## config.mk

```make
export PLATFORM = sky130hd
export DESIGN_NAME = lcm_update
export DESIGN_NICKNAME = d
export VERILOG_FILES = /design/src/rtl/core/lcm_pkg.sv /design/src/rtl/core/lcm_update.sv
export SDC_FILE = /design/constraint.sdc
export NUM_CORES = 1
export LEC_CHECK = 0
export BUFFER_PORTS_ARGS = -buffer_cell sky130_fd_sc_hd__buf_2
export CORE_AREA = 2 2 448 450
export DETAILED_ROUTE_END_ITERATION = 10
export DIE_AREA = 0 0 450 452
export PLACE_DENSITY = 0.31
export SLEW_MARGIN = 5
export SYNTH_ARGS = -nofsm -noshare
export SYNTH_HDL_FRONTEND = slang
export SYNTH_SLANG_ARGS = --single-unit
```

## constraint.sdc

```tcl
create_clock -name vclk -period 36.3
set_input_delay 1.815 -clock vclk [all_inputs]
set_output_delay 1.815 -clock vclk [all_outputs]
set_load 0.005 [all_outputs]
```

## src/rtl/core/lcm_pkg.sv

```systemverilog
// ----------------------------------------------------------------------------
// lcm_pkg
// shared codes and types of the lru cache tag model
// ----------------------------------------------------------------------------
package lcm_pkg;

	localparam int CFG_IDX_W  = 2;
	localparam int CFG_DATA_W = 5;

	// configuration register indexes
	localparam logic [CFG_IDX_W-1:0] REG_SET_BITS    = 2'd0;
	localparam logic [CFG_IDX_W-1:0] REG_OFFSET_BITS = 2'd1;
	localparam logic [CFG_IDX_W-1:0] REG_WAYS        = 2'd2;

	// access commands
	localparam logic [1:0] CMD_LOAD   = 2'd0;
	localparam logic [1:0] CMD_STORE  = 2'd1;
	localparam logic [1:0] CMD_MODIFY = 2'd2;

	typedef struct packed {
		logic [1:0] hit_count;
		logic       missed;
		logic       evicted;
	} res_t;

endpackage

```

## src/rtl/core/lcm_update.sv

```systemverilog
// ----------------------------------------------------------------------------
// lcm_update
// tag lookup and lru update of one set row, plus the access result
// ----------------------------------------------------------------------------
module lcm_update import lcm_pkg::*; #(
	parameter int WAYS = 8,
	parameter int TW   = 64,
	parameter int WW   = 3,
	parameter int CW   = 4
) (
	input  logic [WAYS-1:0][TW-1:0] old_tags,
	input  logic [WAYS-1:0][WW-1:0] old_ranks,
	input  logic [CW-1:0]           old_fill,
	input  logic [TW-1:0]           tag,
	input  logic [1:0]              command,
	input  logic [CW-1:0]           ways_eff,
	output logic [WAYS-1:0][TW-1:0] new_tags,
	output logic [WAYS-1:0][WW-1:0] new_ranks,
	output logic [CW-1:0]           new_fill,
	output res_t                    res
);

	logic [WAYS-1:0] line_vld;
	logic [WAYS-1:0] hit_vec;
	logic            hit;
	logic            fill_mode;
	logic [WW-1:0]   hit_way;
	logic [WW-1:0]   worst_way;
	logic [WW-1:0]   worst_rank;
	logic [WW-1:0]   sel_way;
	logic [CW-1:0]   old_rank;

	always_comb begin
		hit_way    = '0;
		worst_way  = '0;
		worst_rank = '0;
		for (int i = 0; i < WAYS; i++) begin
			line_vld[i] = int'(old_fill) > i;
			hit_vec[i]  = line_vld[i] && (old_tags[i] == tag);
		end
		// lowest matching way wins
		for (int i = WAYS - 1; i >= 0; i--) begin
			if (hit_vec[i]) begin
				hit_way = WW'(i);
			end
		end
		// highest rank, later way wins a tie
		for (int i = 0; i < WAYS; i++) begin
			if (line_vld[i] && old_ranks[i] >= worst_rank) begin
				worst_rank = old_ranks[i];
				worst_way  = WW'(i);
			end
		end
		hit       = |hit_vec;
		fill_mode = old_fill < ways_eff;

		if (hit) begin
			sel_way  = hit_way;
			old_rank = CW'(old_ranks[hit_way]);
			new_fill = old_fill;
		end else if (fill_mode) begin
			sel_way  = old_fill[WW-1:0];
			old_rank = old_fill;
			new_fill = old_fill + 1'b1;
		end else begin
			sel_way  = worst_way;
			old_rank = CW'(worst_rank);
			new_fill = old_fill;
		end

		for (int i = 0; i < WAYS; i++) begin
			new_tags[i] = (!hit && sel_way == WW'(i)) ? tag : old_tags[i];
			if (sel_way == WW'(i)) begin
				new_ranks[i] = '0;
			end else if (int'(new_fill) > i && CW'(old_ranks[i]) < old_rank) begin
				new_ranks[i] = old_ranks[i] + 1'b1;
			end else begin
				new_ranks[i] = old_ranks[i];
			end
		end

		res.hit_count = {1'b0, hit} + ((command == CMD_MODIFY) ? 2'd1 : 2'd0);
		res.missed    = !hit;
		res.evicted   = !hit && !fill_mode;
	end

endmodule
```

---- Word level (Yosys, flattened, before mapping) ----
Cells that the tools add are included.
operators by class
  add/sub/neg operators ................... 10
  magnitude comparators ................... 34
  equality and inequality tests ........... 16
  multiplexer cells ....................... 56
  reductions and logical operators ........ 37
operators with widths
  kind                                                                number
  == test 64 bit                                                      8
  two-way mux 64 bit                                                  8
  two-way mux 3 bit                                                   41
  logical AND 1 bit                                                   33
  greater-than comparator 4 x 3 -> 1 bit (second input constant)      8
  less-than comparator 3 x 4 -> 1 bit                                 8
  adder 3 x 1 -> 3 bit (second input constant)                        8
  greater-or-equal comparator 3 bit                                   7
  greater-than comparator 4 x 1 -> 1 bit (second input constant)      4
  greater-than comparator 4 x 2 -> 1 bit (second input constant)      4
  two-way mux 4 bit                                                   4
  == test 3 bit (second input constant)                               4
  binary-select mux 3 bit (select 3 bit)                              1
  OR reduction 8 bit                                                  1
  == test 3 x 2 -> 1 bit (second input constant)                      2
  adder 4 x 1 -> 4 bit (second input constant)                        1
  less-than comparator 3 x 4 -> 1 bit (second input constant)         1
  less-than comparator 4 bit                                          1
  == test 3 x 1 -> 1 bit (second input constant)                      1
  greater-or-equal comparator 3 x 1 -> 1 bit (second input constant)  1
  zero test 3 bit                                                     1
  adder 1 x 1 -> 2 bit                                                1
  == test 2 bit (second input constant)                               1
  zero test 1 bit                                                     2
  two-way mux 1 bit                                                   2
word-level totals
  bits in registers ....................... 0
  bits of input ports ..................... 610
  output and inout bits ................... 544
  word-level logic and storage cells ...... 153

---- Depth between registers and ports, before layout ----
Gate-level depths: netlist of the first run.
  word-level depth ........................ 30
  gate-level depth with buffers ........... 61
  mapped depth without buffers ............ 59

---- Worst setup path before layout of the first run ----
Ideal clock, no wire load.
  path type ............................... input -> output
  start point ............................. input port old_fill[0]
  end point ............................... output port new_tags[56] in the netlist's numbering
  arrival ................................. 12.935 ns
  required time ........................... 34.485 ns
  path slack .............................. 21.550 ns
  stages on the path ...................... 57
  path buffers ............................ 5
  cell sequence ........................... clkbuf_1 inv_1 ha_1 or3b_2 nand2_1 ha_1 a211oi_1 nor2_1 mux2_2 ha_1 nand2b_1 a221o_1 and3_1 nor2_1 ha_1 nand2b_1 and2_1 maj3_1 [21 not listed] o21ai_0 nor2_1 nand3_1 o22ai_1 a2111oi_0 a21oi_1 ha_1 a21oi_1 nor2b_1 o21ai_1 nand4b_1 o32a_1 or3_1 buf_2 or2_1 buf_4 buf_6 mux2_1
RTL lines
  what         RTL line          RTL
  from (decl)  lcm_update.sv:13  input logic [CW-1:0] old_fill,
  to (decl)    lcm_update.sv:17  output logic [WAYS-1:0][TW-1:0] new_tags,

==> results of run 1 <==
power by group:
| group | total (uW) | switching (uW) | internal (uW) | leakage (uW) |
|---|---|---|---|---|
| Combinational | 688 | 414 | 274 | 0.0109 |
| Clock | 0.000110 | 0 | 0.000110 | 0.000000317 |
| Sequential | 0 | 0 | 0 | 0 |
| Total | 688 | 414 | 274 | 0.0109 |
metrics by stage:
| step | worst slack, ps | std cells | util |
|---|---|---|---|
| global route | 17970 | 5845 | 0.132 |
| floorplan | 21550 | 2109 | - |
| CTS | 19090 | 5831 | 0.132 |
| detailed placement | 19110 | 5831 | 0.132 |
| global placement | 18790 | 5831 | 0.132 |
| finish | 19070 | 5881 | 0.132 |
kinds of logic after synthesis:
group,after synthesis
AOI/OAI and AO/OA,187
xor gates and xnor gates,485
adders and majority gates,48
buffers and inverters,238
muxes,536
and+or+nand+nor,615
cells in the mapped netlist (6+ instances only):
cell type  count
mux2_1        10
mux2_2       390
buf_6         14
nor4_1       105
nand2b_1      22
nor2b_1       65
clkbuf_1     130
nand4b_1      12
a2111oi_0      8
buf_4          7
xnor2_1      319
inv_1         42
nand2_1       75
a211oi_1      10
ha_1          46
a31oi_1        8
mux2i_1       29
xor2_1       166
a21o_1         6
nand3_1       19
or3_1          9
nor3b_1        6
or4_1         10
mux2_4       107
a21oi_1       37
o211ai_1      17
nand4_1      147
nor2_1        63
o22ai_1        9
nor3_1        43
o21ai_0       45
and3_1         7
buf_2         40
worst max-delay path: cells and delay by family:
family                     cells  cell delay [ps]
AOI/OAI and AO/OA             17             3560
adders and majority gates     10             2760
buffers and inverters          4             1340
muxes                          2              780
and+or+nand+nor               24             5010
routing by layer:
layer,part of all wire,wire (um),global-route usage
met5,0.0021,511,0
met4,0.055,13300,0.103
met3,0.082,19700,0.0538
met2,0.46,112000,0.368
met1,0.40,95200,0.271
worst max path at each step:
| stage | startpoint | slack (ps) | endpoint |
|---|---|---|---|
| global route | old_fill[0] | 17970 | new_tags[176] |
| finish | old_fill[0] | 19070 | new_tags[176] |
| floorplan | old_fill[0] | 21550 | new_tags[56] |
| global placement | old_fill[0] | 18790 | new_tags[176] |
| CTS | old_fill[0] | 19090 | new_tags[213] |
| detailed placement | old_fill[0] | 19110 | new_tags[176] |
cell type report:
class                           count  area, um^2  share of cell area
Multi-Input combinational cell   1871       16100               0.612
Timing Repair Buffer             1262        6600               0.251
Tap cell                         2656        3320               0.126
Inverter                           42         158             0.00599
Antenna cell                       50         125             0.00476
==> impl_metrics.toml, run 1 <==
[yosys]
number_of_nets_in_the_synthesized_netlist = 2765
synth_top_family_by_area = "multiplexers"
synth_cells = 2109
yosys.area.top_type_share = 0.257
synth_top_area_cell = "mux2_2"
synth_xor_area_frac = 0.248
synth.area.top_cells = "mux2_2 (26%), xnor2_1 (16%), mux2_4 (9.4%)"
synthDistinctLibCells = 76
yosys_warning_total = 0
post_synthesis_compound_gate_area_fraction = 0.0742
synthesized_area_divided_by_synthesized_cell_count_um2 = 8.12
syn-cell-area_um2 = 17100
synth.mux.area_fraction = 0.374
yosys.area_share.adder = 0.0348
synth_seq_area_share = 0
synth_simple_gate_area_share = 0.206

[routing]
wire_per_inst_um = 40.8
drc_viols = 0
detail-route-antenna-nets = 0
first_iter_violations = 2562
avgViaCountPerCell = 4.18
routed_wirelength_mm = 240
detail_route.first_pass.iterations = 5
dr_total_vias = 24600

[clock_network]
post_cts_hold_buffer_count = 0
post-cts-setup-buffers = 0
cts-resized-gates = 0

[worst_setup_path]
critPathCaptureType = "primary output"
criticalPathCategory = "primary input to primary output"
worstSetupStartpointType = "primary input"
crit_fanout = 52
data_required_critical_path_ps = 34490
worst_ep_arrival_time_ps = 15410
critical-path-max-stage-delay_ps = 820
critical-path-slowest-cell = "buf_4"
critPathMostFrequentCell = "ha_1"

[final_layout]
num-fill-cells = 23400
layout.nets = 3833
stdcell_area_um2 = 26300
flow.area_growth_from_synthesis_pct = 53.7
register_area_um2 = 0
n_clock_buffer = 0
drive_gt1_frac = 0.561
flops_and_latches = 0
layout.cells.most_common = "buf_2"
mostFrequentLayoutCells = "buf_2 (1,154), mux2_2 (390), xnor2_1 (319), xor2_1 (166), nand4_1 (147)"

[sta]
report.final.hold_viol_count = 0
setup_violations = 0
fin_worst_hold_slack_ps = 3960
fmax_mhz = 58.0
layout_min_cycle_time_ps = 17230
slew_violations = 0
worstMarginPinSlew_ps = 1370
finalSetupTns_ps = 0
max-slew-margin-rel = 0.0764
layout_worst_path_cycle_share = 0.475
grt_setup_unrepaired = "false"

[floorplanning]
die_area_um2 = 203000
die-height_um = 452
rows = 164
floorplan.initialDensity = 0.0862
floorplan.io_pins = 1154
core_area_um2 = 199000
die_width_um = 450

[worst_hold_path]
hold_path_class = "primary input to primary output"
worstHoldPathCells = 3
worst_hold_startpoint = "old_tags[16]"
min_to = "new_tags[16]"

[global_route]
grt_antenna_before_repair = 148
track_usage = 0.222
globalRoute.totalOverflow = 0
pin_count_of_the_biggest_net_entering_global_routing = 65
first_pass_grt_wire_length_mm = 289
via_count_of_the_first_global_routing_pass = 23500

[power]
leakagePower_uw = 0.0109
pwr_density_cell_nw_per_um2 = 26.2
totalPowerFinal_uw = 688
vdd_drop_max_v = 0.0000118

[job]
max-cap-violations = 0

[placed_design]
detailed_place.area_um2 = 26200
placement.io_buffers = 1154
place_congestion = 0.912
detailed_place_hpwl_mm = 204

[status]
run_status = "completed"
Note: power is estimated with default switching activity, not from simulation.
==> run 2, diff against run 1 <==
CORE_AREA = 2 2 450 452   (was 2 2 448 450)
DIE_AREA = 0 0 452 454   (was 0 0 450 452)
clock period = 16.45 ns   (was 36.3 ns; I/O delays follow)
==> run 2 against run 1 <==
Utilization about the same. Total power increased by 120%. Critical endpoint is now new_tags[61]. Non-clock buffer count increased by 15. Design area increased by 1.1%. Largest cell class unchanged. Critical path type unchanged. Die area increased by 0.89%. Sequential cell count unchanged.
==> impl_metrics.toml, run 2 (synthesized netlist as in run 1, its figures left out) <==
[routing]
dr_total_vias = 24300
routed_wirelength_mm = 240
first_iter_violations = 2770
detail-route-antenna-nets = 0
detail_route.first_pass.iterations = 5
wire_per_inst_um = 40.3
avgViaCountPerCell = 4.09
drc_viols = 0

[sta]
layout_worst_path_cycle_share = 0.897
max-slew-margin-rel = 0.292
grt_setup_unrepaired = "false"
slew_violations = 0
layout_min_cycle_time_ps = 14760
worstMarginPinSlew_ps = 1060
finalSetupTns_ps = 0
fmax_mhz = 67.8
report.final.hold_viol_count = 0
fin_worst_hold_slack_ps = 1970
setup_violations = 0

[clock_network]
cts-resized-gates = 0
post_cts_hold_buffer_count = 0
post-cts-setup-buffers = 0

[floorplanning]
die_width_um = 452
die-height_um = 454
floorplan.initialDensity = 0.0852
core_area_um2 = 201000
rows = 165
die_area_um2 = 205000
floorplan.io_pins = 1154

[global_route]
globalRoute.totalOverflow = 0
track_usage = 0.220
pin_count_of_the_biggest_net_entering_global_routing = 64
first_pass_grt_wire_length_mm = 287
via_count_of_the_first_global_routing_pass = 23100
grt_antenna_before_repair = 151

[placed_design]
detailed_place_hpwl_mm = 205
placement.io_buffers = 1154
place_congestion = 0.927

[worst_setup_path]
data_required_critical_path_ps = 15630
critical-path-max-stage-delay_ps = 680
critical-path-slowest-cell = "or3_1"
critPathCaptureType = "primary output"
worst_ep_arrival_time_ps = 13930
criticalPathCategory = "primary input to primary output"
critPathMostFrequentCell = "ha_1"
crit_fanout = 32
worstSetupStartpointType = "primary input"
crit_path_start = "old_fill[1]"
crit_path_end = "new_tags[61]"

[final_layout]
mostFrequentLayoutCells = "buf_2 (1,154), mux2_2 (390), xnor2_1 (318), xor2_1 (166), nand4_1 (147)"
layout.cells.most_common = "buf_2"
multi_input_comb_area_um2 = 16100
register_area_um2 = 0
flow.area_growth_from_synthesis_pct = 55.3
num-fill-cells = 23500
flops_and_latches = 0
drive_gt1_frac = 0.563
layout.nets = 3848
n_clock_buffer = 0

[power]
leakagePower_uw = 0.0110
vdd_drop_max_v = 0.0000273
pwr_density_cell_nw_per_um2 = 57.5

[job]
max-cap-violations = 0

[worst_hold_path]
hold_path_class = "primary input to primary output"

[status]
run_status = "completed"
-- run 2: cell types whose count changed in the layout (fill, tap and decap cells not counted) --
cell,change
nor3_1,+1
o22ai_2,-1
xnor2_1,-1
nor3_2,-1
o21ai_1,+1
diode_2,+30
xnor2_2,+1
buf_12,+6
buf_4,+9
o21ai_0,-1
o22ai_1,+1
-- run 2: power breakdown --
group	switching (uW)	leakage [uW]	internal (uW)
Clock	0	0.000000511	0.000474
Combinational	911	0.0110	617
Sequential	0	0	0
Total	911	0.0110	617
-- run 2: worst max-delay path, delay by kind of cell --
family	cells	cell delay, ps
AOI/OAI and AO/OA	17	3670
adders and majority gates	10	2780
buffers and inverters	5	1060
muxes	2	660
and+or+nand+nor	23	4890
-- run 2: how the worst min path moves through the flow --
stage / start / to / slack (ps) / cells after the start
6_report: old_tags[116] / new_tags[116] / 1970 / 3
5_1_grt: old_tags[0] / new_tags[0] / 1980 / 3
4_1_cts: old_tags[282] / new_tags[282] / 1970 / 3
3_5_place_dp: old_tags[282] / new_tags[282] / 1970 / 3
3_3_place_gp: old_tags[282] / new_tags[282] / 1970 / 3
2_1_floorplan: old_ranks[0] / new_ranks[0] / 1740 / 2
-- run 2: cell type report --
type | instances | area share
antenna | 80 | 0.00753
multi-input combinational | 1871 | 0.605
inverter | 42 | 0.00593
timing repair buffer | 1277 | 0.255
tap | 2672 | 0.126
-- run 2: through the flow --
stage	worst slack [ps]	util	total power, uW	instance area (um^2)	std cells
after detailed placement	1860	0.131	1530	26400	5862
final	1690	0.132	1530	26600	5942
after global placement	1840	0.131	1530	26400	5861
after CTS	1820	0.131	1530	26400	5862
after floorplan	3680	-	734	17100	2109
after global routing	755	0.132	1590	26500	5905
-- run 2: routing by layer --
layer  wire (um)  GRT usage
met1       93000      0.266
met3       19700     0.0498
met4       13200     0.0978
met5         472    0.00746
met2      113000      0.371
